File: src/rtl/core/assert_macros.svh
// Assertion macros shared by the resampler RTL.
`ifndef ASSERT_MACROS_SVH
`define ASSERT_MACROS_SVH

// Antecedent implies consequent in the same cycle.
`define QCB_ASSERT_IMPL(label, ante, cons) \
  label: assert property (@(posedge clk) disable iff (rst) (ante) |-> (cons)) \
    else $error("qcb assertion failed");

// Antecedent implies consequent in the next cycle.
`define QCB_ASSERT_NEXT(label, ante, cons) \
  label: assert property (@(posedge clk) disable iff (rst) (ante) |=> (cons)) \
    else $error("qcb assertion failed");

`endif

File: src/rtl/core/qcb_pkg.sv
// Types and constants of the quad crop bilinear resampler.
package qcb_pkg;

  localparam int N_W        = 10;            // row, column and source index fields
  localparam int CH_W       = 8;             // one color channel
  localparam int PIX_W      = 3 * CH_W;      // packed source pixel
  localparam int DIV_W      = 11;            // output row/column count
  localparam int FRAC_SH    = 16;            // fraction bits of r/rows and c/cols
  localparam int Q_W        = N_W + FRAC_SH; // quotient width
  localparam int CRD_W      = 16;            // one corner coordinate
  localparam int CORNER_W   = 32;            // packed corner
  localparam int ROW_W      = 28;            // edge point after the row step
  localparam int LP1_W      = CRD_W + 1 + Q_W + 1;
  localparam int FC_LO_W    = 13;            // low part of the column fraction
  localparam int FC_HI_W    = Q_W - FC_LO_W;
  localparam int PP_W       = ROW_W + 1 + FC_LO_W + 1;
  localparam int PW2        = ROW_W + 1 + Q_W;
  localparam int POS_W      = 40;            // sample position
  localparam int CFG_IDX_W  = 3;
  localparam int CFG_DATA_W = 32;

  typedef enum logic {
    CMD_WRITE  = 1'b0,
    CMD_SAMPLE = 1'b1
  } cmd_e;

  typedef enum logic [CFG_IDX_W-1:0] {
    REG_TOP_FIRST     = 3'd0,
    REG_TOP_SECOND    = 3'd1,
    REG_BOTTOM_SECOND = 3'd2,
    REG_BOTTOM_FIRST  = 3'd3,
    REG_OUT_ROWS      = 3'd4,
    REG_OUT_COLS      = 3'd5
  } reg_idx_e;

  typedef struct packed {
    logic            cmd;
    logic [N_W-1:0]  src_col;
    logic [N_W-1:0]  src_row;
    logic [CH_W-1:0] in_blue;
    logic [CH_W-1:0] in_green;
    logic [CH_W-1:0] in_red;
    logic [N_W-1:0]  out_row;
    logic [N_W-1:0]  out_col;
  } item_t;

  typedef struct packed {
    logic [CH_W-1:0] res_blue;
    logic [CH_W-1:0] res_green;
    logic [CH_W-1:0] res_red;
    logic [N_W-1:0]  res_row;
    logic [N_W-1:0]  res_col;
  } result_t;

  typedef struct packed {
    logic [CORNER_W-1:0] top_first;
    logic [CORNER_W-1:0] top_second;
    logic [CORNER_W-1:0] bottom_second;
    logic [CORNER_W-1:0] bottom_first;
    logic [DIV_W-1:0]    out_rows;
    logic [DIV_W-1:0]    out_cols;
  } cfg_t;

endpackage

File: src/rtl/core/qcb_blend.sv
// Bilinear weighting of four taps, rounding and saturation into the output word.
module qcb_blend #(
  parameter int COORD_FRAC_BITS = 6
) (
  input  logic                          clk,
  input  logic                          rst,
  input  logic                          adv,
  input  logic                          in_valid,
  input  qcb_pkg::item_t                in_item,
  input  logic [COORD_FRAC_BITS-1:0]    wx,
  input  logic [COORD_FRAC_BITS-1:0]    wy,
  input  logic [qcb_pkg::PIX_W-1:0]     p00,
  input  logic [qcb_pkg::PIX_W-1:0]     p01,
  input  logic [qcb_pkg::PIX_W-1:0]     p10,
  input  logic [qcb_pkg::PIX_W-1:0]     p11,
  output logic                          out_valid,
  output qcb_pkg::result_t              out_res
);
  import qcb_pkg::*;

  localparam int F     = COORD_FRAC_BITS;
  localparam int W1    = F + 1;
  localparam int LO_W  = F + CH_W;
  localparam int TOT_W = 2 * F + CH_W;
  localparam logic [W1-1:0]  ONE = W1'(1) << F;
  localparam logic [TOT_W:0] RND = (TOT_W+1)'(1) << (2 * F - 1);
  localparam logic [TOT_W:0] SAT = (TOT_W+1)'(255);

  logic [W1-1:0] omy, omx1;

  assign omy = ONE - W1'(wy);

  // Stage 1: interpolate along y at both columns
  logic                v1;
  item_t               it1;
  logic [F-1:0]        wx1;
  logic [LO_W-1:0]     lo [3];
  logic [LO_W-1:0]     hi [3];

  // Stage 2: interpolate along x
  logic                v2;
  item_t               it2;
  logic [TOT_W-1:0]    tot [3];

  // Stage 3: round half up, saturate
  logic [CH_W-1:0]     ch_res [3];

  assign omx1 = ONE - W1'(wx1);

  for (genvar k = 0; k < 3; k++) begin : g_chan
    logic [CH_W-1:0] a, bb, c, d;
    logic [TOT_W:0]  rnd;
    logic [TOT_W:0]  sh;

    assign a  = p00[k*CH_W +: CH_W];
    assign bb = p01[k*CH_W +: CH_W];
    assign c  = p10[k*CH_W +: CH_W];
    assign d  = p11[k*CH_W +: CH_W];

    always_ff @(posedge clk) begin
      if (adv) begin
        lo[k]  <= LO_W'(LO_W'(omy) * LO_W'(a) + LO_W'(wy) * LO_W'(bb));
        hi[k]  <= LO_W'(LO_W'(omy) * LO_W'(c) + LO_W'(wy) * LO_W'(d));
        tot[k] <= TOT_W'(TOT_W'(omx1) * TOT_W'(lo[k]) + TOT_W'(wx1) * TOT_W'(hi[k]));
      end
    end

    assign rnd = (TOT_W+1)'(tot[k]) + RND;
    assign sh  = rnd >> (2 * F);
    assign ch_res[k] = (sh > SAT) ? CH_W'(255) : sh[CH_W-1:0];
  end

  always_ff @(posedge clk) begin
    if (rst) begin
      v1        <= 1'b0;
      v2        <= 1'b0;
      out_valid <= 1'b0;
    end else if (adv) begin
      v1        <= in_valid;
      v2        <= v1;
      out_valid <= v2 && (it2.cmd == CMD_SAMPLE);
    end
    if (adv) begin
      it1               <= in_item;
      wx1               <= wx;
      it2               <= it1;
      out_res.res_blue  <= ch_res[0];
      out_res.res_green <= ch_res[1];
      out_res.res_red   <= ch_res[2];
      out_res.res_row   <= it2.out_row;
      out_res.res_col   <= it2.out_col;
    end
  end
endmodule

File: config.mk
export PLATFORM = sky130hd
export DESIGN_NAME = qcb_blend
export DESIGN_NICKNAME = d
export VERILOG_FILES = /design/src/rtl/core/assert_macros.svh /design/src/rtl/core/qcb_pkg.sv /design/src/rtl/core/qcb_blend.sv
export SDC_FILE = /design/constraint.sdc
export NUM_CORES = 2
export LEC_CHECK = 0
export BUFFER_PORTS_ARGS = -buffer_cell sky130_fd_sc_hd__buf_2
export CORE_MARGIN = 2
export CORE_UTILIZATION = 55
export DETAILED_ROUTE_END_ITERATION = 10
export GPL_TIMING_DRIVEN = 0
export PLACE_DENSITY = 0.73
export SYNTH_ARGS = -nofsm -noshare
export SYNTH_HDL_FRONTEND = slang
export SYNTH_SLANG_ARGS = --single-unit
File: constraint.sdc
create_clock -name clk -period 10.6 [get_ports clk]
set_input_delay 2.12 -clock clk [delete_from_list [all_inputs] [get_ports clk]]
set_output_delay 2.12 -clock clk [all_outputs]
set_load 0.01 [all_outputs]
==> results.yml <==
clock_network:
  cts_resizes: 0
  cts.repair_timing.setup_buffer_count: 0
  cts_tree: "yes"
  worst_setup_hold_path_clk_slew_ns: 0.06
  num_clock_sinks: 206
  cts_htree_levels: 1
  clkLatencyLatePin_ns: 0.55
  cts_made_buffers: 23
  cts_hold_buffers: 0
  cts_max_path_buffers: 3
  root_buffer_cell: "clkbuf_16"
finish:
  syn2layout_area_growth_pct: 6.91
  finalInstanceArea_um2: 46000
  nNetsFinal: 6165
  final_layout_size_suffix_gt1_share_pct: 4.83
yosys:
  synth_nets: 5963
  postSynthRegisterBits: 206
  synth_enable_flop_cells: 203
  synth_top_cell_area_share_pct: 40.1
  postSynth.topFlopCell: "edfxtp_1"
  synth_top_area_cell: "fa_1"
  synth_warnings: 0
  sequential_area_share_after_synthesis_pct: 14.3
  yosys-top-cells-area: "fa_1 40%, edfxtp_1 14%, ha_1 12%, inv_1 11%, and2_1 8.9%"
  syn_area_um2: 43000
  netlist_instances: 4506
  avgSynthCellArea_um2: 9.55
  synth.distinct_cells: 56
  synth-async-reset-ratio_pct: 0
sta:
  fmax_mhz: 99.6
  count_of_endpoints_failing_hold_in_the_final_timing_report: 0
  setup_viol: 0
  fin_crit_ns: 10.04
  max_slew.worst_pin.slew_ns: 1.20
  rsz0062_at_grt: "false"
  drv_slew: 0
  fin_crit_sh_pct: 94.7
  finalSetupTns_ns: 0
  worst_slew_margin_rel_pct: 20.3
  post_route_clock_skew_ns: 0.0106
critical_path:
  crit_path_end_kind: "flop"
  timing.reg2reg.setup_slack_ns: 2.08
  r2r_cells: 26
  critical_path_required_ns: 10.82
  timing_worst_setup_path_type: "in2reg"
  reg2reg_to: "tot[0][35]$_DFFE_PP_"
  critical_path.startpoint_type: "input port"
  cp.arrival_ns: 10.27
  critical_path_peak_fanout: 10
  rr_startpoint: "wx1[0]$_DFFE_PP_"
hold_path:
  holdCritPathClass: "reg2reg"
  hold-path-cell-count: 0
  hold-path-endpoint: "it2[14]$_DFFE_PP_"
  hp-start: "it1[14]$_DFFE_PP_"
drt:
  via_per_inst: 5.25
  detailedRoute.firstPassIterationCount: 5
  drcViolationCount: 0
  vias: 30300
  wl_per_cell_um: 18.7
  finalWirelength_mm: 108
  dr.first_iter.drc_count: 2060
  post_route_antenna_net_violation_count: 0
placed_design:
  globalplace.congestion: 0.952
  placed_cell_area_um2: 45300
  dp_hpwl_mm: 90.0
  portBuffers: 176
die:
  die_x_um: 284
  core-area_um2: 77500
  starting_density_of_the_core_pct: 55.6
  num_rows: 102
  io-pin-count: 222
  chipHeight_um: 284
  die_area_um2: 80500
global_routing:
  grtUsageTotal_pct: 27.6
  grt_first_pass_wirelength_mm: 172
  grt_pass1_vias: 31700
  grt_start_max_net_pins: 127
  antenna_found_initial: 11
  grt_overflow: 0
job:
  number_of_max_capacitance_violations_reported: 0
status:
  status: "finished clean"
per-stage QoR:
| stage | hold slack (ns) | cells | utilization, % | setup WS (ns) |
|---|---|---|---|---|
| after floorplan | 0.400 | 4506 | - | 2.31 |
| after CTS | 0.417 | 5764 | 59.4 | 0.635 |
| final | 0.414 | 5768 | 59.4 | 0.558 |
| after global routing | 0.421 | 5766 | 59.4 | 0.256 |
| after global placement | 0.400 | 5722 | 58.4 | 0.0403 |
| after detailed placement | 0.405 | 5723 | 58.4 | 0.0832 |
cell families after synthesis:
kind of cell    Yosys count  share of synthesized area [%]
mux                       6                          0.148
compound gates          156                           2.38
buf+inv                1332                           11.6
xor+xnor                150                           3.05
simple gates           1376                           16.3
flops                   206                           14.3
fa+ha+maj              1280                           52.2
registers in the layout, summed over array words and instances, names as in the netlist, 6 cells and up:
name     cells
tot         27
lo          42
it2         21
wx1          6
it1         21
hi          42
out_res     44
cell usage after synthesis (9+ instances only):
library cell,number
a21o_1,18
buf_1,9
o21bai_1,15
edfxtp_1,203
ha_1,419
inv_1,1207
fa_1,861
a31oi_1,11
xnor2_1,125
nor3_1,29
nor2_1,42
nand2_1,588
a21oi_1,55
nor2b_1,13
and3_1,20
clkbuf_1,114
nand3_1,25
and2_1,614
o21ai_0,19
xor2_1,25
layer usage:
| metal | track usage, % | part of all wire (%) |
|---|---|---|
| met5 | 0 | 0.051 |
| met4 | 10.5 | 4.3 |
| met3 | 3.37 | 8.1 |
| met2 | 46.3 | 48 |
| met1 | 37.0 | 40 |
placed cells by master (no fill, tap or decap), types with 5 or more instances in the layout:
cell type	netlist	final
nor2b_1	13	13
o21a_1	7	7
a21o_1	18	18
buf_2	2	177
nand2b_1	8	8
and3_1	20	20
fa_1	861	861
nand4_1	7	7
clkbuf_16	0	23
or2_2	5	5
clkbuf_1	114	118
nor2_1	42	42
a21oi_1	55	55
and2_1	614	614
xnor2_1	125	125
buf_1	9	9
nor3_1	29	29
a31oi_1	11	11
edfxtp_1	203	203
or3_1	8	8
inv_1	1207	1207
ha_1	419	419
o21bai_1	15	15
nand3_1	25	25
o21ai_0	19	19
nand2_1	588	588
xor2_1	25	25
layout make-up:
type	instances	area, um2
Tap cell	1040	1300
Sequential cell	206	6160
Timing Repair Buffer	177	918
Inverter	1207	4530
Antenna cell	4	10.0
Clock inverter	14	153
Multi-Input combinational cell	2968	31900
Fill cell	6765	31500
Buffer	125	472
Clock buffer	27	591
worst max-delay path: stages:
cell and delay (ns):
clkbuf_1 0.40, clkbuf_1 0.36, clkbuf_1 0.59, inv_1 0.10, ha_1 0.28, xnor2_1 0.23
clkbuf_1 0.47, clkbuf_1 0.87, nand2_1 0.18, fa_1 0.54, inv_1 0.05, fa_1 0.43
ha_1 0.28, inv_1 0.05, fa_1 0.49, fa_1 0.49, inv_1 0.06, fa_1 0.39
a21o_1 0.19, a21oi_1 0.23, o21bai_1 0.09, a21oi_1 0.23, o21bai_1 0.10, a21o_1 0.21
o311ai_0 0.80
worst max path at each step:
stage	from	endpoint	slack (ns)	cells after the start
4_1_cts	wy[0]	hi[0][40]$_DFFE_PP_	0.64	25
6_report	wy[0]	hi[0][40]$_DFFE_PP_	0.56	25
2_1_floorplan	wy[0]	hi[0][12]$_DFFE_PP_	2.31	26
3_5_place_dp	wy[0]	hi[0][40]$_DFFE_PP_	0.08	25
3_3_place_gp	wy[0]	hi[0][40]$_DFFE_PP_	0.04	25
5_1_grt	wy[0]	hi[0][40]$_DFFE_PP_	0.26	25
Power is not shown: default switching activity piles up to over one toggle a cycle in this logic, so the estimate is an artifact.
