**src/rtl/core/assert_macros.svh**
```systemverilog
// Assertion macros shared by the resampler RTL.
`ifndef ASSERT_MACROS_SVH
`define ASSERT_MACROS_SVH

// Antecedent implies consequent in the same cycle.
`define QCB_ASSERT_IMPL(label, ante, cons) \
  label: assert property (@(posedge clk) disable iff (rst) (ante) |-> (cons)) \
    else $error("qcb assertion failed");

// Antecedent implies consequent in the next cycle.
`define QCB_ASSERT_NEXT(label, ante, cons) \
  label: assert property (@(posedge clk) disable iff (rst) (ante) |=> (cons)) \
    else $error("qcb assertion failed");

`endif

```
**src/rtl/core/qcb_pkg.sv**
```systemverilog
// Types and constants of the quad crop bilinear resampler.
package qcb_pkg;

  localparam int N_W        = 10;            // row, column and source index fields
  localparam int CH_W       = 8;             // one color channel
  localparam int PIX_W      = 3 * CH_W;      // packed source pixel
  localparam int DIV_W      = 11;            // output row/column count
  localparam int FRAC_SH    = 16;            // fraction bits of r/rows and c/cols
  localparam int Q_W        = N_W + FRAC_SH; // quotient width
  localparam int CRD_W      = 16;            // one corner coordinate
  localparam int CORNER_W   = 32;            // packed corner
  localparam int ROW_W      = 28;            // edge point after the row step
  localparam int LP1_W      = CRD_W + 1 + Q_W + 1;
  localparam int FC_LO_W    = 13;            // low part of the column fraction
  localparam int FC_HI_W    = Q_W - FC_LO_W;
  localparam int PP_W       = ROW_W + 1 + FC_LO_W + 1;
  localparam int PW2        = ROW_W + 1 + Q_W;
  localparam int POS_W      = 40;            // sample position
  localparam int CFG_IDX_W  = 3;
  localparam int CFG_DATA_W = 32;

  typedef enum logic {
    CMD_WRITE  = 1'b0,
    CMD_SAMPLE = 1'b1
  } cmd_e;

  typedef enum logic [CFG_IDX_W-1:0] {
    REG_TOP_FIRST     = 3'd0,
    REG_TOP_SECOND    = 3'd1,
    REG_BOTTOM_SECOND = 3'd2,
    REG_BOTTOM_FIRST  = 3'd3,
    REG_OUT_ROWS      = 3'd4,
    REG_OUT_COLS      = 3'd5
  } reg_idx_e;

  typedef struct packed {
    logic            cmd;
    logic [N_W-1:0]  src_col;
    logic [N_W-1:0]  src_row;
    logic [CH_W-1:0] in_blue;
    logic [CH_W-1:0] in_green;
    logic [CH_W-1:0] in_red;
    logic [N_W-1:0]  out_row;
    logic [N_W-1:0]  out_col;
  } item_t;

  typedef struct packed {
    logic [CH_W-1:0] res_blue;
    logic [CH_W-1:0] res_green;
    logic [CH_W-1:0] res_red;
    logic [N_W-1:0]  res_row;
    logic [N_W-1:0]  res_col;
  } result_t;

  typedef struct packed {
    logic [CORNER_W-1:0] top_first;
    logic [CORNER_W-1:0] top_second;
    logic [CORNER_W-1:0] bottom_second;
    logic [CORNER_W-1:0] bottom_first;
    logic [DIV_W-1:0]    out_rows;
    logic [DIV_W-1:0]    out_cols;
  } cfg_t;

endpackage

```
**src/rtl/core/qcb_frac_pipe.sv**
```systemverilog
// Pipelined restoring dividers for the row and column fractions.
`include "assert_macros.svh"

module qcb_frac_pipe (
  input  logic                      clk,
  input  logic                      rst,
  input  logic                      adv,
  input  logic                      in_valid,
  input  qcb_pkg::item_t            in_item,
  input  qcb_pkg::cfg_t             cfg,
  output logic                      out_valid,
  output qcb_pkg::item_t            out_item,
  output logic [qcb_pkg::Q_W-1:0]   out_fr,
  output logic [qcb_pkg::Q_W-1:0]   out_fc
);
  import qcb_pkg::*;

  localparam int CHK_W = Q_W + DIV_W;

  logic             vld  [Q_W];
  item_t            itm  [Q_W];
  logic [DIV_W-1:0] rrem [Q_W];
  logic [DIV_W-1:0] crem [Q_W];
  logic [Q_W-1:0]   rq   [Q_W];
  logic [Q_W-1:0]   cq   [Q_W];

  logic [DIV_W-1:0] dr;
  logic [DIV_W-1:0] dc;

  // Treat a zero count as one
  assign dr = (cfg.out_rows == '0) ? DIV_W'(1) : cfg.out_rows;
  assign dc = (cfg.out_cols == '0) ? DIV_W'(1) : cfg.out_cols;

  // One quotient bit per stage, most significant first
  for (genvar s = 0; s < Q_W; s++) begin : g_stage
    logic             pv;
    item_t            pi;
    logic [DIV_W-1:0] pr_r, pr_c;
    logic [Q_W-1:0]   pq_r, pq_c;
    logic [Q_W-1:0]   nd_r, nd_c;
    logic [DIV_W:0]   tr, tc;
    logic [DIV_W-1:0] nr, nc;
    logic [Q_W-1:0]   nqr, nqc;

    if (s == 0) begin : g_first
      assign pv   = in_valid;
      assign pi   = in_item;
      assign pr_r = '0;
      assign pr_c = '0;
      assign pq_r = '0;
      assign pq_c = '0;
    end else begin : g_next
      assign pv   = vld[s-1];
      assign pi   = itm[s-1];
      assign pr_r = rrem[s-1];
      assign pr_c = crem[s-1];
      assign pq_r = rq[s-1];
      assign pq_c = cq[s-1];
    end

    // Shift in the next dividend bit, subtract where it fits
    always_comb begin
      nd_r = {pi.out_row, {FRAC_SH{1'b0}}};
      nd_c = {pi.out_col, {FRAC_SH{1'b0}}};
      tr   = {pr_r, nd_r[Q_W-1-s]};
      tc   = {pr_c, nd_c[Q_W-1-s]};
      if (tr >= {1'b0, dr}) begin
        nr  = DIV_W'(tr - {1'b0, dr});
        nqr = {pq_r[Q_W-2:0], 1'b1};
      end else begin
        nr  = tr[DIV_W-1:0];
        nqr = {pq_r[Q_W-2:0], 1'b0};
      end
      if (tc >= {1'b0, dc}) begin
        nc  = DIV_W'(tc - {1'b0, dc});
        nqc = {pq_c[Q_W-2:0], 1'b1};
      end else begin
        nc  = tc[DIV_W-1:0];
        nqc = {pq_c[Q_W-2:0], 1'b0};
      end
    end

    always_ff @(posedge clk) begin
      if (rst) begin
        vld[s] <= 1'b0;
      end else if (adv) begin
        vld[s] <= pv;
      end
      if (adv) begin
        itm[s]  <= pi;
        rrem[s] <= nr;
        crem[s] <= nc;
        rq[s]   <= nqr;
        cq[s]   <= nqc;
      end
    end
  end

  assign out_valid = vld[Q_W-1];
  assign out_item  = itm[Q_W-1];
  assign out_fr    = rq[Q_W-1];
  assign out_fc    = cq[Q_W-1];

  // Quotient check for the row fraction
  logic [CHK_W-1:0] chk_prod;
  logic [CHK_W-1:0] chk_num;
  assign chk_prod = CHK_W'(rq[Q_W-1]) * CHK_W'(dr);
  assign chk_num  = CHK_W'({itm[Q_W-1].out_row, {FRAC_SH{1'b0}}});

  `QCB_ASSERT_IMPL(a_frac_exact, vld[Q_W-1],
    (chk_prod <= chk_num) && (chk_num < chk_prod + CHK_W'(dr)))
endmodule

```
**config.mk**
```make
export PLATFORM = sky130hd
export DESIGN_NAME = qcb_frac_pipe
export DESIGN_NICKNAME = d
export VERILOG_FILES = /design/src/rtl/core/qcb_pkg.sv /design/src/rtl/core/qcb_frac_pipe.sv
export VERILOG_INCLUDE_DIRS = /design/src /design/src/rtl/core
export SDC_FILE = /design/constraint.sdc
export NUM_CORES = 2
export LEC_CHECK = 0
export BUFFER_PORTS_ARGS = -buffer_cell sky130_fd_sc_hd__buf_2
export CAP_MARGIN = 20
export CORE_ASPECT_RATIO = 0.9
export CORE_MARGIN = 5
export CORE_UTILIZATION = 25
export CTS_BUF_LIST = sky130_fd_sc_hd__clkbuf_8
export CTS_CLUSTER_DIAMETER = 100
export DETAILED_ROUTE_END_ITERATION = 10
export GPL_TIMING_DRIVEN = 1
export SLEW_MARGIN = 5
export SYNTH_ARGS = -nofsm -noshare
export SYNTH_HDL_FRONTEND = slang
export SYNTH_SLANG_ARGS = --single-unit
export TNS_END_PERCENT = 50
```
**constraint.sdc**
```tcl
create_clock -name clk -period 18 [get_ports clk]
set_input_delay 3.6 -clock clk [delete_from_list [all_inputs] [get_ports clk]]
set_output_delay 3.6 -clock clk [all_outputs]
set_load 0.01 [all_outputs]
```
==> flow_metrics.env <==
export IMPL_cts_buffer_depth=4
export IMPL_skew_ns=0.140
export IMPL_async_reset_ff_frac=0
export IMPL_crit_slowest_cell="inv_1"
export IMPL_num_rows=239
export IMPL_holdPathStages=0
export IMPL_vias_per_cell=4.09
export IMPL_post_dp_cell_area_mm2=0.127
export IMPL_swShare=0.299
export IMPL_ys_warn_count=0
export IMPL_portBuffers=208
export IMPL_max_stage_delay_ns=0.57
export IMPL_power_leakage_uw=0.0489
export IMPL_final_common_cell="edfxtp_1"
export IMPL_cts_resized=0
export IMPL_ant_nets=0
export IMPL_fin_crit_sh=0.431
export IMPL_avgSynthCellArea_um2=16.6
export IMPL_setup_viol=0
export IMPL_die_area_mm2=0.487
export IMPL_clock_fmax_mhz=129
export IMPL_regArea_mm2=0.0891
export IMPL_finalMaxSlewViolations=0
export IMPL_postCtsHoldBufs=0
export IMPL_endpoint_kind="register"
export IMPL_clk_pin_slew_ns=0.06
export IMPL_netlist_instances=7129
export IMPL_hold_class="register to register"
export IMPL_dp_cells=13541
export IMPL_ios=337
export IMPL_crit_path_cell_trace="buf_2 -> buf_4 -> nor4_2 -> a31oi_4 -> buf_4 -> inv_1 -> buf_4 -> fa_1 -> nor2b_1 -> o31a_1 -> a2111oi_0 -> o21bai_1 -> a21o_1 -> a21oi_1 -> buf_4 -> mux2_2"
export IMPL_seq_area_frac_synth=0.753
export IMPL_synth_seq_cells=2968
export IMPL_synth_edf_count=2968
export IMPL_stdcell_area_mm2=0.137
export IMPL_r2r_cells=9
export IMPL_nFillCells=47005
export IMPL_combPwrFrac=0.253
export IMPL_p_total_uw=20400
export IMPL_synth_nets=7948
export IMPL_setup_slack_ns=10.25
export IMPL_setup_tns_ns=0
export IMPL_maxCapViolCount=0
export IMPL_final_layout_size_suffix_gt1_frac=0.146
export IMPL_synth_area_mm2=0.118
export IMPL_cp_arrival_ns=8.62
export IMPL_grt_max_degree=196
export IMPL_dp_slack_ns=9.07
export IMPL_critPathKind="input pin to register"
export IMPL_yosysTopAreaCell="edfxtp_1"
export IMPL_p_sw_uw=6120
export IMPL_antenna_found_initial=17
export IMPL_wire_per_inst_um=14.0
export IMPL_cts_tree="built"
export IMPL_rsz0062_at_grt="false"
export IMPL_synth_ff_type="edfxtp_1"
export IMPL_initial_core_util=0.251
export IMPL_crit_required_ns=18.87
export IMPL_grtUsageTotal=0.0796
export IMPL_drt_pass1_iterations=7
export IMPL_finalWirelength_um=202000
export IMPL_grt_remaining_overflow=0
export IMPL_fp_dieW_um=735
export IMPL_htree_num_levels=6
export IMPL_ir_drop_v=0.0000884
export IMPL_crit_path_frequent_cell="buf_4"
export IMPL_fin_crit_ns=7.75
export IMPL_clockPowerShare=0.286
export IMPL_area_delta_synth_final_pct=15.8
export IMPL_slew_limit_headroom=0.269
export IMPL_netlist_area_leader_share=0.753
export IMPL_coreArea_mm2=0.471
export IMPL_vias=59114
export IMPL_pwr_share_seq=0.461
export IMPL_die_h_um=663
export IMPL_gp_congestion=0.791
export IMPL_crit_path_start_kind="input pin"
export IMPL_numCtsBuffers=522
export IMPL_ctsRootBufferMaster="clkbuf_8"
export IMPL_ys_types=79
export IMPL_p_int_uw=14300
export IMPL_final_cell_count_no_fill=14448
export IMPL_synth_area_top_cells="edfxtp_1, ha_1, a21oi_1, mux2_2, xnor2_1"
export IMPL_post_cts_buffers=0
export IMPL_clock_latency_ns=1.17
export IMPL_dpl_hpwl_um=115000
export IMPL_powerDensity_mw_per_mm2=149
export IMPL_crit_fanout=42
export IMPL_grt_pass1_vias=58986
export IMPL_cts_sinks=2968
export IMPL_drt_drc_violations_left=0
export IMPL_grt_pass1_wl_um=318000
export IMPL_multiInputGateArea_mm2=0.0278
export IMPL_num_nets_final=8620
export IMPL_outcome="completed"
export IMPL_layout_common_cells="edfxtp_1, ha_1, a21oi_1, clkbuf_8, nor2_1"
export IMPL_hold_viol=0
export IMPL_tightest_slew_ns=1.10
export IMPL_drtIter0Drc=4372
power groups by stage:
stage	clock (µW)	sequential, µW	combinational, µW
2_1_floorplan	0	9370	4030
3_3_place_gp	0	9560	5050
3_5_place_dp	0	9560	5090
4_1_cts	6210	9440	5160
5_1_grt	6520	9520	5820
6_report	5850	9430	5160
registers in the layout, summed over array words and instances, names as in the netlist:
name	cells
rrem	275
crem	275
vld	26
cq	351
itm	1690
rq	351
final cells by class:
class | instances | share of cell area
repair buffers | 281 | 0.0126
diodes | 3 | 0.0000548
well taps | 6266 | 0.0572
clock inverters | 376 | 0.0185
clock buffers | 526 | 0.0528
flip-flops and latches | 2968 | 0.650
multi-input cells | 3821 | 0.203
inverters | 207 | 0.00567
routing by layer:
layer	GRT usage	up-vias	part of all wire
met1	0.105	28429	0.46
met4	0.0332	4	0.036
met2	0.125	1186	0.45
met3	0.0194	515	0.052
met5	0	-	0.00013
li1	-	28980	-
through the flow:
| stage | utilization | hold slack [ns] |
|---|---|---|
| floorplan | - | 0.400 |
| global placement | 0.270 | 0.400 |
| detailed placement | 0.270 | 0.405 |
| CTS | 0.291 | 0.254 |
| global route | 0.291 | 0.280 |
| finish | 0.291 | 0.281 |
final timing paths:
kind                                     to   startpoint  slack [ns]
worst max-delay path            crem[1][15]       cfg[1]       10.25
worst min-delay path            itm[1][588]  itm[1][523]        0.28
worst max register to register  crem[1][15]   crem[1][1]       14.56
worst min register to register  itm[1][588]  itm[1][523]        0.28
worst max-delay path, delay by kind of cell:
family / cells / cell delay (ns)
muxes: 1 / 0.34
and+or+nand+nor: 2 / 0.50
adders and majority gates: 1 / 0.29
buffers and inverters: 6 / 2.08
AOI/OAI and AO/OA: 6 / 1.72
cell usage after synthesis (11+ instances only):
cell and instances:
edfxtp_1 2968, ha_1 552, a21oi_1 528, nor2_1 419, nand2_1 320, o21ai_0 256, inv_1 206, mux2_2 187
xnor2_1 182, a21o_1 149, xor2_1 129, nand3_1 100, nor3_1 100, nor2b_1 96, clkbuf_1 89, and2_1 75
nand4_1 64, nand2b_1 51, o21a_1 51, a31oi_1 48, fa_1 48, nor4_1 35, o31ai_1 30, or2_2 28
a211oi_1 27, buf_4 27, o21bai_1 25, o22ai_1 25, mux2i_1 23, o31a_1 21, a2111oi_0 18, or3_1 17
o211ai_1 15, or4_1 15, nor4b_1 14, and3_1 12, a211o_1 11, a221oi_1 11
logic make-up (layout without fill, tap and decap cells):
group | Yosys count | after routing | synth area share
AOI/OAI and AO/OA | 1319 | 1319 | 0.0690
xor gates and xnor gates | 311 | 311 | 0.0230
adders and majority gates | 600 | 600 | 0.0665
buffers and inverters | 340 | 1390 | 0.0118
DFF | 2968 | 2968 | 0.753
muxes | 210 | 210 | 0.0197
other | 0 | 3 | 0
and+or+nand+nor | 1381 | 1381 | 0.0565
(Power assumes the default switching activity.)
